$ cat config.mk
export PLATFORM = sky130hd
export DESIGN_NAME = char_lcd_nibble_interface
export DESIGN_NICKNAME = d
export VERILOG_FILES = /design/src/clcd_pkg.sv /design/src/clcd_prog_rom.sv /design/src/clcd_seq.sv /design/src/clcd_dp.sv /design/src/char_lcd_nibble_interface.sv
export VERILOG_INCLUDE_DIRS = /design/src /design/src/src
export SDC_FILE = /design/constraint.sdc
export NUM_CORES = 1
export LEC_CHECK = 0
export ABC_CLOCK_PERIOD_IN_PS = 4500
export BUFFER_PORTS_ARGS = -buffer_cell sky130_fd_sc_hd__buf_2
export CORE_MARGIN = 2
export CORE_UTILIZATION = 58
export DETAILED_ROUTE_END_ITERATION = 12
export PLACE_DENSITY = 0.84
export SYNTH_ARGS = -nofsm -noshare
export SYNTH_HDL_FRONTEND = slang
export SYNTH_HIERARCHICAL = 1
export SYNTH_SLANG_ARGS = --single-unit
$ cat constraint.sdc
create_clock -name clk -period 4.5 [get_ports clk]
set_input_delay 0.225 -clock clk [delete_from_list [all_inputs] [get_ports clk]]
set_output_delay 0.225 -clock clk [all_outputs]
set_load 0.01 [all_outputs]
$ cat src/assert_macros.svh
// ----------------------------------------------------------------------------
// Assertion macros
// Shared concurrent assertion shorthands, clocked on clk, off during reset.
// ----------------------------------------------------------------------------
`ifndef ASSERT_MACROS_SVH
`define ASSERT_MACROS_SVH
`ifndef SYNTH
// property holds at every clock edge out of reset
`define ASSERT_ALWAYS(lbl, prop) \
	lbl: assert property (@(posedge clk) disable iff (!arst_n) (prop)) \
		else $error("assertion failed: lbl");
// antecedent at one edge implies consequent at the next
`define ASSERT_NEXT(lbl, ante, cons) \
	lbl: assert property (@(posedge clk) disable iff (!arst_n) (ante) |=> (cons)) \
		else $error("assertion failed: lbl");
`else
`define ASSERT_ALWAYS(lbl, prop)
`define ASSERT_NEXT(lbl, ante, cons)
`endif
`endif

$ cat src/clcd_pkg.sv
// ----------------------------------------------------------------------------
// clcd_pkg
// Types, constants and helpers shared by the LCD nibble interface.
// ----------------------------------------------------------------------------
package clcd_pkg;

	localparam int unsigned PC_W = 6;

	// request modes
	localparam logic [1:0] MODE_INIT   = 2'd0;
	localparam logic [1:0] MODE_CMD    = 2'd1;
	localparam logic [1:0] MODE_DATA   = 2'd2;
	localparam logic [1:0] MODE_CURSOR = 2'd3;

	// program entry points
	localparam logic [PC_W-1:0] ENTRY_INIT   = 6'd0;
	localparam logic [PC_W-1:0] ENTRY_BYTE   = 6'd25;
	localparam logic [PC_W-1:0] ENTRY_CURSOR = 6'd29;

	localparam logic [7:0] SET_DDRAM = 8'h80;

	typedef enum logic [1:0] {
		NIB_KEEP  = 2'd0,
		NIB_CONST = 2'd1,
		NIB_HI    = 2'd2,
		NIB_LO    = 2'd3
	} nib_sel_t;

	typedef enum logic [2:0] {
		HOLD_PULSE = 3'd0,  // 5 us enable pulse / low phase
		HOLD_POWER = 3'd1,  // 40 ms power-up wait
		HOLD_INIT  = 3'd2,  // 5 + 5000 us after init nibble
		HOLD_LONG  = 3'd3,  // 5 + 50 + 2000 us after slow command
		HOLD_BYTE  = 3'd4   // 5 + 50 us after ordinary byte
	} hold_code_t;

	typedef struct packed {
		nib_sel_t   nib_sel;
		logic [3:0] nib_const;
		logic       en;
		hold_code_t hold;
		logic       last;
	} ctrl_word_t;

	typedef struct packed {
		logic accept;  // input item taken this cycle
		logic step;    // control word executed this cycle
	} seq_ctl_t;

	function automatic ctrl_word_t mk_word(nib_sel_t sel, logic [3:0] nib, logic en,
			hold_code_t hold, logic last);
		ctrl_word_t w;
		w.nib_sel   = sel;
		w.nib_const = nib;
		w.en        = en;
		w.hold      = hold;
		w.last      = last;
		return w;
	endfunction

	function automatic logic [15:0] hold_value(hold_code_t code);
		logic [15:0] v;
		unique case (code)
			HOLD_PULSE: v = 16'd5;
			HOLD_POWER: v = 16'd40000;
			HOLD_INIT:  v = 16'd5005;
			HOLD_LONG:  v = 16'd2055;
			HOLD_BYTE:  v = 16'd55;
			default:    v = 16'd5;
		endcase
		return v;
	endfunction

	function automatic logic [6:0] row_base(logic [1:0] row);
		logic [6:0] b;
		unique case (row)
			2'd0:    b = 7'h00;
			2'd1:    b = 7'h40;
			2'd2:    b = 7'h10;
			default: b = 7'h50;
		endcase
		return b;
	endfunction

endpackage

$ cat src/clcd_prog_rom.sv
// ----------------------------------------------------------------------------
// clcd_prog_rom
// Microprogram: one control word per pin step.
// ----------------------------------------------------------------------------
module clcd_prog_rom import clcd_pkg::*; (
	input  logic [PC_W-1:0] pc,
	output ctrl_word_t      word
);

	always_comb begin
		unique case (pc)
			// initialise: power wait, then 3,3,3,2 nibbles
			6'd0:  word = mk_word(NIB_KEEP,  4'h0, 1'b0, HOLD_POWER, 1'b0);
			6'd1:  word = mk_word(NIB_CONST, 4'h3, 1'b1, HOLD_PULSE, 1'b0);
			6'd2:  word = mk_word(NIB_CONST, 4'h3, 1'b0, HOLD_INIT,  1'b0);
			6'd3:  word = mk_word(NIB_CONST, 4'h3, 1'b1, HOLD_PULSE, 1'b0);
			6'd4:  word = mk_word(NIB_CONST, 4'h3, 1'b0, HOLD_INIT,  1'b0);
			6'd5:  word = mk_word(NIB_CONST, 4'h3, 1'b1, HOLD_PULSE, 1'b0);
			6'd6:  word = mk_word(NIB_CONST, 4'h3, 1'b0, HOLD_INIT,  1'b0);
			6'd7:  word = mk_word(NIB_CONST, 4'h2, 1'b1, HOLD_PULSE, 1'b0);
			6'd8:  word = mk_word(NIB_CONST, 4'h2, 1'b0, HOLD_INIT,  1'b0);
			// function set 0x28
			6'd9:  word = mk_word(NIB_CONST, 4'h2, 1'b1, HOLD_PULSE, 1'b0);
			6'd10: word = mk_word(NIB_CONST, 4'h2, 1'b0, HOLD_PULSE, 1'b0);
			6'd11: word = mk_word(NIB_CONST, 4'h8, 1'b1, HOLD_PULSE, 1'b0);
			6'd12: word = mk_word(NIB_CONST, 4'h8, 1'b0, HOLD_LONG,  1'b0);
			// display on 0x0C
			6'd13: word = mk_word(NIB_CONST, 4'h0, 1'b1, HOLD_PULSE, 1'b0);
			6'd14: word = mk_word(NIB_CONST, 4'h0, 1'b0, HOLD_PULSE, 1'b0);
			6'd15: word = mk_word(NIB_CONST, 4'hC, 1'b1, HOLD_PULSE, 1'b0);
			6'd16: word = mk_word(NIB_CONST, 4'hC, 1'b0, HOLD_LONG,  1'b0);
			// entry mode 0x06
			6'd17: word = mk_word(NIB_CONST, 4'h0, 1'b1, HOLD_PULSE, 1'b0);
			6'd18: word = mk_word(NIB_CONST, 4'h0, 1'b0, HOLD_PULSE, 1'b0);
			6'd19: word = mk_word(NIB_CONST, 4'h6, 1'b1, HOLD_PULSE, 1'b0);
			6'd20: word = mk_word(NIB_CONST, 4'h6, 1'b0, HOLD_LONG,  1'b0);
			// clear 0x01
			6'd21: word = mk_word(NIB_CONST, 4'h0, 1'b1, HOLD_PULSE, 1'b0);
			6'd22: word = mk_word(NIB_CONST, 4'h0, 1'b0, HOLD_PULSE, 1'b0);
			6'd23: word = mk_word(NIB_CONST, 4'h1, 1'b1, HOLD_PULSE, 1'b0);
			6'd24: word = mk_word(NIB_CONST, 4'h1, 1'b0, HOLD_LONG,  1'b1);
			// command / data byte from byte register
			6'd25: word = mk_word(NIB_HI,    4'h0, 1'b1, HOLD_PULSE, 1'b0);
			6'd26: word = mk_word(NIB_HI,    4'h0, 1'b0, HOLD_PULSE, 1'b0);
			6'd27: word = mk_word(NIB_LO,    4'h0, 1'b1, HOLD_PULSE, 1'b0);
			6'd28: word = mk_word(NIB_LO,    4'h0, 1'b0, HOLD_BYTE,  1'b1);
			// cursor address command
			6'd29: word = mk_word(NIB_HI,    4'h0, 1'b1, HOLD_PULSE, 1'b0);
			6'd30: word = mk_word(NIB_HI,    4'h0, 1'b0, HOLD_PULSE, 1'b0);
			6'd31: word = mk_word(NIB_LO,    4'h0, 1'b1, HOLD_PULSE, 1'b0);
			6'd32: word = mk_word(NIB_LO,    4'h0, 1'b0, HOLD_LONG,  1'b1);
			default: word = mk_word(NIB_KEEP, 4'h0, 1'b0, HOLD_PULSE, 1'b1);
		endcase
	end

endmodule

$ cat src/clcd_seq.sv
// ----------------------------------------------------------------------------
// clcd_seq
// Step counter with mode dispatch; steps run while the output slot frees.
// ----------------------------------------------------------------------------
module clcd_seq import clcd_pkg::*; (
	input  logic            clk,
	input  logic            arst_n,
	input  logic            in_valid,
	input  logic [1:0]      mode,
	input  logic            out_valid,
	input  logic            out_stall,
	input  ctrl_word_t      word,
	output logic            in_stall,
	output logic            busy,
	output logic [PC_W-1:0] pc,
	output seq_ctl_t        ctl
);

	logic            busy_q;
	logic [PC_W-1:0] pc_q;
	logic [PC_W-1:0] entry;

	always_comb begin
		unique case (mode)
			MODE_INIT:   entry = ENTRY_INIT;
			MODE_CURSOR: entry = ENTRY_CURSOR;
			default:     entry = ENTRY_BYTE;
		endcase
	end

	assign ctl.step   = busy_q & (~out_valid | ~out_stall);
	// a new item may enter on the edge that issues the final step
	assign in_stall   = busy_q & ~(ctl.step & word.last);
	assign ctl.accept = in_valid & ~in_stall;
	assign busy       = busy_q;
	assign pc         = pc_q;

	always_ff @(posedge clk or negedge arst_n) begin
		if (!arst_n) begin
			busy_q <= 1'b0;
			pc_q   <= '0;
		end else if (ctl.accept) begin
			busy_q <= 1'b1;
			pc_q   <= entry;
		end else if (ctl.step) begin
			if (word.last) begin
				busy_q <= 1'b0;
			end else begin
				pc_q <= pc_q + 1'b1;
			end
		end
	end

endmodule

$ cat src/clcd_dp.sv
// ----------------------------------------------------------------------------
// clcd_dp
// Pin-level datapath: RS, byte and data-line registers plus output slot.
// ----------------------------------------------------------------------------
module clcd_dp import clcd_pkg::*; (
	input  logic        clk,
	input  logic        arst_n,
	input  seq_ctl_t    ctl,
	input  ctrl_word_t  word,
	input  logic [1:0]  mode,
	input  logic [7:0]  value,
	input  logic [1:0]  row,
	input  logic [3:0]  col,
	input  logic        out_stall,
	output logic        out_valid,
	output logic        reg_select,
	output logic        enable_pin,
	output logic [3:0]  data_nibble,
	output logic [15:0] hold_us,
	output logic        last
);

	logic        rs_q;
	logic [3:0]  lines_q;
	logic [7:0]  byte_q;
	logic        out_valid_q;
	logic        rs_out_q;
	logic        en_out_q;
	logic [3:0]  nib_out_q;
	logic [15:0] hold_out_q;
	logic        last_out_q;
	logic [3:0]  nib;
	logic [6:0]  addr;

	assign addr = row_base(row) + {3'b000, col};

	always_comb begin
		unique case (word.nib_sel)
			NIB_KEEP:  nib = lines_q;
			NIB_CONST: nib = word.nib_const;
			NIB_HI:    nib = byte_q[7:4];
			NIB_LO:    nib = byte_q[3:0];
			default:   nib = lines_q;
		endcase
	end

	always_ff @(posedge clk or negedge arst_n) begin
		if (!arst_n) begin
			rs_q        <= 1'b0;
			lines_q     <= 4'h0;
			out_valid_q <= 1'b0;
		end else begin
			if (ctl.accept) begin
				rs_q <= (mode == MODE_DATA);
			end
			if (ctl.step) begin
				lines_q     <= nib;
				out_valid_q <= 1'b1;
			end else if (!out_stall) begin
				out_valid_q <= 1'b0;
			end
		end
	end

	always_ff @(posedge clk) begin
		if (ctl.accept) begin
			byte_q <= (mode == MODE_CURSOR) ? (SET_DDRAM | {1'b0, addr}) : value;
		end
		if (ctl.step) begin
			rs_out_q   <= rs_q;
			en_out_q   <= word.en;
			nib_out_q  <= nib;
			hold_out_q <= hold_value(word.hold);
			last_out_q <= word.last;
		end
	end

	assign out_valid   = out_valid_q;
	assign reg_select  = rs_out_q;
	assign enable_pin  = en_out_q;
	assign data_nibble = nib_out_q;
	assign hold_us     = hold_out_q;
	assign last        = last_out_q;

endmodule

$ cat src/char_lcd_nibble_interface.sv
// ----------------------------------------------------------------------------
// char_lcd_nibble_interface
// Character LCD 4-bit bus driver: expands each request into timed pin steps.
// ----------------------------------------------------------------------------
//  channel | signals                                     | flow
//  --------+---------------------------------------------+-------------------
//  in      | in_valid, in_stall, mode, value, row, col   | request, one item
//  out     | out_valid, out_stall, reg_select,           | one pin step/item
//          | enable_pin, data_nibble, hold_us, last      |
//
//  One pin step leaves per clock while out is not stalled; a byte request
//  gives 4 steps, initialise gives 25 steps. The step counter walks the
//  microprogram one control word per cycle while out is not stalled. A new
//  request enters in the same cycle its predecessor's final step is issued.
//  Reset clears the sequencer, RS and data-line levels to zero.
//  A stall on out freezes the output register and the step counter.
// ----------------------------------------------------------------------------
`include "assert_macros.svh"

module char_lcd_nibble_interface import clcd_pkg::*; (
	input  logic        clk,
	input  logic        arst_n,
	// request channel
	input  logic        in_valid,
	output logic        in_stall,
	input  logic [1:0]  mode,
	input  logic [7:0]  value,
	input  logic [1:0]  row,
	input  logic [3:0]  col,
	// pin step channel
	output logic        out_valid,
	input  logic        out_stall,
	output logic        reg_select,
	output logic        enable_pin,
	output logic [3:0]  data_nibble,
	output logic [15:0] hold_us,
	output logic        last
);

	logic [PC_W-1:0] pc;
	ctrl_word_t      word;
	seq_ctl_t        ctl;
	logic            busy;

	// sequencer: step counter and dispatch on request mode
	clcd_seq u_seq (
		.clk       (clk),
		.arst_n    (arst_n),
		.in_valid  (in_valid),
		.mode      (mode),
		.out_valid (out_valid),
		.out_stall (out_stall),
		.word      (word),
		.in_stall  (in_stall),
		.busy      (busy),
		.pc        (pc),
		.ctl       (ctl)
	);

	// microprogram store
	clcd_prog_rom u_rom (
		.pc   (pc),
		.word (word)
	);

	// pin datapath and output slot
	clcd_dp u_dp (
		.clk         (clk),
		.arst_n      (arst_n),
		.ctl         (ctl),
		.word        (word),
		.mode        (mode),
		.value       (value),
		.row         (row),
		.col         (col),
		.out_stall   (out_stall),
		.out_valid   (out_valid),
		.reg_select  (reg_select),
		.enable_pin  (enable_pin),
		.data_nibble (data_nibble),
		.hold_us     (hold_us),
		.last        (last)
	);

	// a request only overlaps a running one on its final step
	`ASSERT_ALWAYS(a_accept_overlap, !(ctl.accept && busy) || (ctl.step && word.last))
	// every issued step shows up on the output
	`ASSERT_NEXT(a_step_shown, ctl.step, out_valid)
	// the enable pulse is never the final step of a request
	`ASSERT_ALWAYS(a_en_not_last, !(out_valid && enable_pin && last))
	// the sequencer goes idle after the final step unless refilled
	`ASSERT_NEXT(a_idle_after_last, ctl.step && word.last && !ctl.accept, !busy)

endmodule
==> flow_metrics.tcl, run 1 <==
set metrics [dict create \
    portBuffers 42 \
    layout_common_cells "42 x buf_2, 22 x edfxtp_1, 14 x o21ai_0" \
    fp.dieW_microns 64.4 \
    max_freq_mhz 371 \
    slew_headroom_pct 61.1 \
    regToRegSetupSlack_ns 1.80 \
    fin_tns_setup_ns 0 \
    hold_start "value[7]" \
    dr.pass1.iters 4 \
    cts_resized 0 \
    synth_fa_ha_area_share_pct 3.55 \
    worst-path-max-fanout 16 \
    worst-setup-path-type "reg2reg" \
    rows 21 \
    antenna_cells 0 \
    syn_area_per_cell_sq_um 10.6 \
    fp.dieH_microns 64.4 \
    critPathLaunchType "register" \
    synth_compound_area_share_pct 16.7 \
    setup_viol 0 \
    r2r-start "u_seq/pc[0]$_DFFE_PN0P_" \
    gp_congestion 0.822 \
    worst_slack_ns 1.80 \
    wl_per_cell_microns 13.2 \
    post-route-util_pct 69.2 \
    worst_pin_slew_ns 0.583 \
    synth-edff-count 22 \
    yosysWarnings 6 \
    drc 0 \
    clock-sinks 35 \
    area_delta_synth_final_pct 11.7 \
    yosys.area_share.simple_pct 18.2 \
    cap_viol_max_count 0 \
    cts_tree "done" \
    grt_usage_pct 19.6 \
    ir_drop_v 0.000384 \
    grt_pass1_vias 1401 \
    htreeDepth 2 \
    antenna_found_initial 0 \
    synthDistinctLibCells 55 \
    synth-seq-area-share_pct 46.6 \
    hold_path.class "in2reg" \
    core_sq_um 3420 \
    worst_hold_slack_ns 0.137 \
    power.density_nw_per_um2 740 \
    hold_violations 0 \
    outcome "finished, final reports clean" \
    clkTransAtPathRegs_ns 0.11 \
    skew_ns 0.00653 \
    nNetsFinal 262 \
    avgViaCountPerCell 5.63 \
    grt_pass1_wl_mm 6.29 \
    vias 1593 \
    ios 45 \
    syn_inst 199 \
    period_needed_ns 2.70 \
    wl_mm 3.74 \
    async_flop_share_pct 37.1 \
    fp.dieArea_sq_um 4150 \
    place_ws_ns 1.85 \
    rsz0062_at_grt "false" \
    drtIter0Drc 86 \
    r2r_cells 8 \
    slew_viol_final 0 \
    synth_xor_area_share_pct 0.828 \
    synth_top_family_by_area "simple AND/OR/NAND/NOR gates" \
    holdPathEnd "u_dp/byte_q[7]$_SDFFCE_PP1P_" \
    cts-root-buf "clkbuf_4" \
    postRouteAntennaNets 0 \
    cts.path.max_buffers 2 \
    synth-main-ff-cell "edfxtp_1" \
    numCtsBuffers 5 \
    worstPathArrival_ns 2.79 \
    p_leak_nw 1.03 \
    grt_overflow 0 \
    drive_gt1_share_pct 33.3 \
    crit_path_end_kind "register" \
    cts_setup_buffers 0 \
    muxShareOfSynthArea_pct 6.62 \
    period_share_pct 60.0 \
    synth.ff_latch_count 35 \
    cp.required_ns 4.59 \
    start_util_pct 61.9 \
    worstSkewPairLatency_ns 0.33 \
    grt_max_degree 22 \
    whs_path_depth 2 \
    r2r_end "u_dp/data_nibble[2]$_DFFE_PP_" \
    layout_commonest_cell "buf_2" \
    synth_area_sq_um 2120 \
    place_hpwl_mm 2.68 \
]
-- power by group --
part           switching, mW  leakage (nW)  total, mW  internal (mW)
Sequential             0.136         0.372      0.654          0.519
Clock                  0.107        0.0272      0.167         0.0596
Combinational          0.498         0.628      0.927          0.429
Total                  0.741          1.03       1.75           1.01
-- flip-flops by register name, summed over array words and instances (netlist names) --
signal	flops
u_dp/byte_q	8
u_dp/data_nibble	4
u_dp/enable_pin	1
u_dp/hold_us	7
u_dp/last	1
u_dp/lines_q	4
u_dp/out_valid	1
u_dp/reg_select	1
u_dp/rs_q	1
u_seq/busy	1
u_seq/pc	6
-- layout make-up --
| cell class | count | area (sq um) |
|---|---|---|
| sequential | 35 | 986 |
| timing repair buffer | 45 | 235 |
| inverter | 12 | 45.0 |
| clock inverter | 3 | 20.0 |
| fill | 259 | 1050 |
| clock buffer | 5 | 37.5 |
| tap | 46 | 57.6 |
| multi-input combinational | 137 | 982 |
-- cell usage after synthesis, types with 2 or more instances --
| cell type | number | area share (%) |
|---|---|---|
| a211oi_1 | 2 | 0.71 |
| a21o_1 | 3 | 1.1 |
| a21oi_1 | 10 | 2.4 |
| a31oi_1 | 5 | 1.5 |
| and2b_2 | 2 | 0.83 |
| and2b_4 | 2 | 0.95 |
| and3_1 | 2 | 0.59 |
| and3b_1 | 3 | 1.2 |
| buf_4 | 11 | 3.9 |
| clkbuf_1 | 3 | 0.53 |
| dfrtp_1 | 13 | 15 |
| edfxtp_1 | 22 | 31 |
| ha_1 | 6 | 3.5 |
| inv_1 | 10 | 1.8 |
| inv_2 | 2 | 0.35 |
| mux2_2 | 8 | 4.3 |
| mux2_4 | 2 | 1.4 |
| mux2i_1 | 2 | 0.95 |
| nand2_1 | 12 | 2.1 |
| nand2b_1 | 6 | 1.8 |
| nand3_1 | 8 | 1.9 |
| nand4b_1 | 2 | 0.83 |
| nor2_1 | 6 | 1.1 |
| nor2b_1 | 4 | 1.2 |
| nor3_1 | 2 | 0.47 |
| nor3b_1 | 2 | 0.71 |
| o211ai_1 | 3 | 1.1 |
| o21ai_0 | 14 | 3.3 |
| o221ai_1 | 3 | 1.2 |
| o221ai_2 | 2 | 1.4 |
| or3_1 | 2 | 0.59 |
| xnor2_1 | 2 | 0.83 |
-- cells by family (layout without fill, tap and decap cells) --
group | count (synthesis) | count (layout)
AO/OA/AOI/OAI | 52 | 52
XOR/XNOR | 2 | 2
adder cells (fa/ha/maj) | 6 | 6
buffers and inverters | 28 | 65
flip-flops | 35 | 35
multiplexers | 12 | 12
other | 1 | 2
AND/OR/NAND/NOR | 63 | 63
-- critical path: stages, from the launching register on --
cell,delay [ns]
dfrtp_1,0.48
inv_1,0.13
ha_1,0.29
nand2b_1,0.14
or3b_2,0.44
nand2_1,0.41
mux2_2,0.42
nand2_1,0.07
o21ai_0,0.07
-- per-stage QoR --
step | area (sq um) | power [mW] | instances
after floorplan | 2120 | 1.39 | 200
after global placement | 2300 | 1.55 | 274
after detailed placement | 2300 | 1.58 | 274
after CTS | 2360 | 1.75 | 283
after global routing | 2360 | 1.90 | 283
final | 2360 | 1.75 | 283
-- routing by layer --
layer,vias up,wire length (microns),GRT usage [%]
li1,795,-,-
met1,741,1730,26.7
met2,55,1770,31.1
met3,2,224,3.70
met4,0,17,7.18
met5,-,0,0
-- repair_timing --
action / 4_1_cts / 5_1_grt
setup endpoints to repair: 0 / 0
endpoints found under the hold margin: 13 / 0
hold buffers: 1 / 0
-- worst max-delay path by stage --
stage                       startpoint                       endpoint  slack, ns  cells after the start
4_1_cts        u_seq/pc[0]$_DFFE_PN0P_  u_dp/data_nibble[2]$_DFFE_PP_       1.83                      8
6_report       u_seq/pc[0]$_DFFE_PN0P_  u_dp/data_nibble[2]$_DFFE_PP_       1.80                      8
3_3_place_gp   u_seq/pc[0]$_DFFE_PN0P_  u_dp/data_nibble[3]$_DFFE_PP_       1.96                      8
2_1_floorplan  u_seq/pc[0]$_DFFE_PN0P_  u_dp/data_nibble[0]$_DFFE_PP_       2.18                      9
3_5_place_dp   u_seq/pc[0]$_DFFE_PN0P_  u_dp/data_nibble[2]$_DFFE_PP_       1.85                      8
5_1_grt        u_seq/pc[0]$_DFFE_PN0P_  u_dp/data_nibble[2]$_DFFE_PP_       1.67                      8
Power figures use the tool's default switching activity.
==> run 2, diff against run 1 <==
--- a/config.mk
+++ b/config.mk
@@ -6,12 +6,13 @@
 export SDC_FILE = /design/constraint.sdc
 export NUM_CORES = 1
 export LEC_CHECK = 0
-export ABC_CLOCK_PERIOD_IN_PS = 4500
+export ABC_AREA = 1
+export ABC_CLOCK_PERIOD_IN_PS = 2300
 export BUFFER_PORTS_ARGS = -buffer_cell sky130_fd_sc_hd__buf_2
 export CORE_MARGIN = 2
-export CORE_UTILIZATION = 58
+export CORE_UTILIZATION = 49
 export DETAILED_ROUTE_END_ITERATION = 12
-export PLACE_DENSITY = 0.84
+export PLACE_DENSITY = 0.76
 export SYNTH_ARGS = -nofsm -noshare
 export SYNTH_HDL_FRONTEND = slang
 export SYNTH_HIERARCHICAL = 1
==> constraint.sdc (replaced) <==
create_clock -name clk -period 2.3 [get_ports clk]
set_input_delay 0.115 -clock clk [delete_from_list [all_inputs] [get_ports clk]]
set_output_delay 0.115 -clock clk [all_outputs]
set_load 0.01 [all_outputs]
==> run 2 against run 1 <==
Effect of this change:
- setup slack worse by 1.5 ns
- sequential cell count stayed put
- via count is 13% higher
- combinational power is 110% higher
- fmax is 32% higher
- count of clock-buffer cells in the layout stayed put
- first-iteration DRC count is 10% lower
- critical endpoint is now u_dp/data_nibble[0]$_DFFE_PP_
==> flow_metrics.tcl, run 2 <==
set metrics [dict create \
    largest_reg_flops 8 \
    synth.ff_latch_count 35 \
    ir_drop_v 0.000689 \
    cts_tree "done" \
    path_buf_inv 1 \
    start_util_pct 50.4 \
    gp_congestion 0.860 \
    critPathLaunchType "register" \
    vias 1799 \
    regToRegSetupSlack_ns 0.25 \
    grt_pass1_vias 1639 \
    setup_viol 0 \
    rsz0062_at_grt "false" \
    r2r_cells 8 \
    synth-seq-area-share_pct 45.6 \
    synth-edff-count 22 \
    synth_top_area_cell "edfxtp_1" \
    syn_area_per_cell_sq_um 8.16 \
    drtIter0Drc 77 \
    max_freq_mhz 489 \
    hold_path.class "in2reg" \
    cts-root-buf "clkbuf_8" \
    cts_setup_buffers 0 \
    avgViaCountPerCell 4.97 \
    postRouteAntennaNets 0 \
    fp.dieW_microns 70.4 \
    outcome "finished, final reports clean" \
    slew_viol_final 0 \
    top_usage_layer "met2" \
    r2r-start "u_seq/pc[0]$_DFFE_PN0P_" \
    numCtsBuffers 5 \
    synthTopCellsByCount "86 x nand2_1, 33 x nand3_1, 25 x inv_1" \
    wl_mm 4.08 \
    grt_overflow 0 \
    cp_cell_sequence "inv_1 > ha_1 > nand2_1 > o21ai_1 > nand3b_1 > nor2_2 > nand2_1 > and2_1" \
    nNetsFinal 335 \
    cp.required_ns 2.35 \
    period_share_pct 88.9 \
    critPathMostFrequentCell "nand2_1" \
    drive_gt1_share_pct 26.1 \
    area_delta_synth_final_pct 14.3 \
    cap_viol_max_count 0 \
    top_register "u_dp/byte_q" \
    power.density_nw_per_um2 1430 \
    dr.pass1.iters 4 \
    htreeDepth 2 \
    antenna_found_initial 0 \
    period_needed_ns 2.05 \
    cpMaxStageDelayCell "dfrtp_1" \
    max_stage_delay_ns 0.37 \
    layout_common_cells "86 x nand2_1, 42 x buf_2, 33 x nand3_1" \
    synth_top_area_share_pct 30.5 \
    synth_most_common_cell "nand2_1" \
    place_ws_ns 0.284 \
    worst_slack_ns 0.254 \
    use_met2_pct 29.5 \
    async_flop_share_pct 37.1 \
    ios 45 \
    crit_family "simple AND/OR/NAND/NOR gates" \
    r2r_end "u_dp/data_nibble[0]$_DFFE_PP_" \
    holdPathEnd "u_dp/out_valid$_DFFE_PN0P_" \
    worstSkewPairLatency_ns 0.29 \
    wl_per_cell_microns 11.3 \
    grt_max_degree 21 \
    hold_violations 0 \
    syn_inst 265 \
    cts_resized 0 \
    fin_tns_setup_ns 0 \
    yosysWarnings 6 \
    dp.cells 353 \
    post_dp_cell_area_sq_um 2370 \
    p_leak_nw 1.25 \
    synthDistinctLibCells 32 \
    fin_area_sq_um 2470 \
    core_sq_um 4290 \
    grt_usage_pct 17.8 \
    met3_usage_pct 4.76 \
    grtUsageMet1_pct 22.0 \
    fp.dieH_microns 70.4 \
    whs_path_depth 3 \
    antenna_cells 0 \
    clock-sinks 35 \
    stdcell_count 362 \
    worstPathArrival_ns 2.09 \
    synth_area_sq_um 2160 \
    fp.dieArea_sq_um 4960 \
    netlist_top_cells_area "edfxtp_1 31%, dfrtp_1 15%, nand2_1 15%, nand3_1 7.6%, inv_1 4.3%" \
    portBuffers 42 \
    skew_ns 0.00763 \
    clkTransAtPathRegs_ns 0.08 \
    post-route-util_pct 57.6 \
    cts.path.max_buffers 2 \
    synth-main-ff-cell "edfxtp_1" \
    drc 0 \
    crit_path_end_kind "register" \
    worst-path-max-fanout 8 \
    place_hpwl_mm 3.05 \
    grt_pass1_wl_mm 6.92 \
    rows 24 \
    hold_start "out_stall" \
    worst-setup-path-type "reg2reg" \
    layout_commonest_cell "nand2_1" \
]
run 2: cell count changes in the layout (fill, tap and decap cells not counted), moves of 5 or more:
cell	before	now
a31oi_1	5	0
buf_4	2	7
nand3_1	8	33
nand2b_1	6	0
inv_1	10	25
nor2_2	0	5
nor2_1	6	15
nand2_1	12	86
clkbuf_4	5	0
clkbuf_8	0	5
o21ai_0	14	3
mux2_2	8	0
a21oi_1	9	2
run 2: what timing repair did:
action                                 CTS  global route
hold buffers                             1             0
endpoints found under the hold margin   13             0
setup endpoints to repair                0             0
run 2: metrics by stage:
stage / total power [mW] / hold slack, ns
finish: 3.53 / 0.0640
global route: 3.86 / 0.0648
CTS: 3.55 / 0.0624
detailed placement: 3.10 / 0.0328
global placement: 3.05 / 0.0331
floorplan: 2.68 / -0.181
run 2: tightest hold or removal path, cell delays in order:
cell and delay (ns):
buf_2 0.11, nand2_1 0.05, nand2_1 0.05
run 2: per-layer routing:
layer	part of all wire (%)	routed length, microns
met5	0	0
met4	1.5	61
met3	5.8	236
met2	48	1960
met1	45	1820
run 2: layout make-up:
type	count	area, sq um
Clock buffer	5	68.8
Sequential cell	35	986
Multi-Input combinational cell	186	941
Clock inverter	3	20.0
Timing Repair Buffer	50	273
Tap cell	52	65.1
Inverter	31	119
Fill cell	398	1820
run 2: power by group:
group / total, mW / switching (mW) / internal (mW) / leakage, nW
Combinational: 1.94 / 1.21 / 0.725 / 0.834
Sequential: 1.16 / 0.137 / 1.02 / 0.374
Clock: 0.441 / 0.231 / 0.210 / 0.0402
Total: 3.53 / 1.58 / 1.95 / 1.25
run 2: logic make-up (layout without fill, tap and decap cells):
group	Yosys count	after routing	synth area share, %
and+or+nand+nor	162	162	34.7
buffers and inverters	45	89	11.3
DFF	35	35	45.6
AOI/OAI and AO/OA	15	15	4.40
adders and majority gates	6	6	3.47
other	1	2	0.173
xor gates and xnor gates	1	1	0.405
run 2: worst max-delay path by stage:
stage | from | end | slack, ns | depth (start not counted)
floorplan | u_seq/pc[0]$_DFFE_PN0P_ | u_dp/byte_q[0]$_DFFE_PP_ | 0.39 | 9
CTS | u_seq/pc[0]$_DFFE_PN0P_ | u_dp/data_nibble[0]$_DFFE_PP_ | 0.27 | 8
finish | u_seq/pc[0]$_DFFE_PN0P_ | u_dp/data_nibble[0]$_DFFE_PP_ | 0.25 | 8
global placement | u_seq/pc[0]$_DFFE_PN0P_ | u_dp/data_nibble[2]$_DFFE_PP_ | 0.33 | 8
global route | u_seq/pc[0]$_DFFE_PN0P_ | u_dp/data_nibble[0]$_DFFE_PP_ | 0.03 | 8
detailed placement | u_seq/pc[0]$_DFFE_PN0P_ | u_dp/data_nibble[0]$_DFFE_PP_ | 0.28 | 8
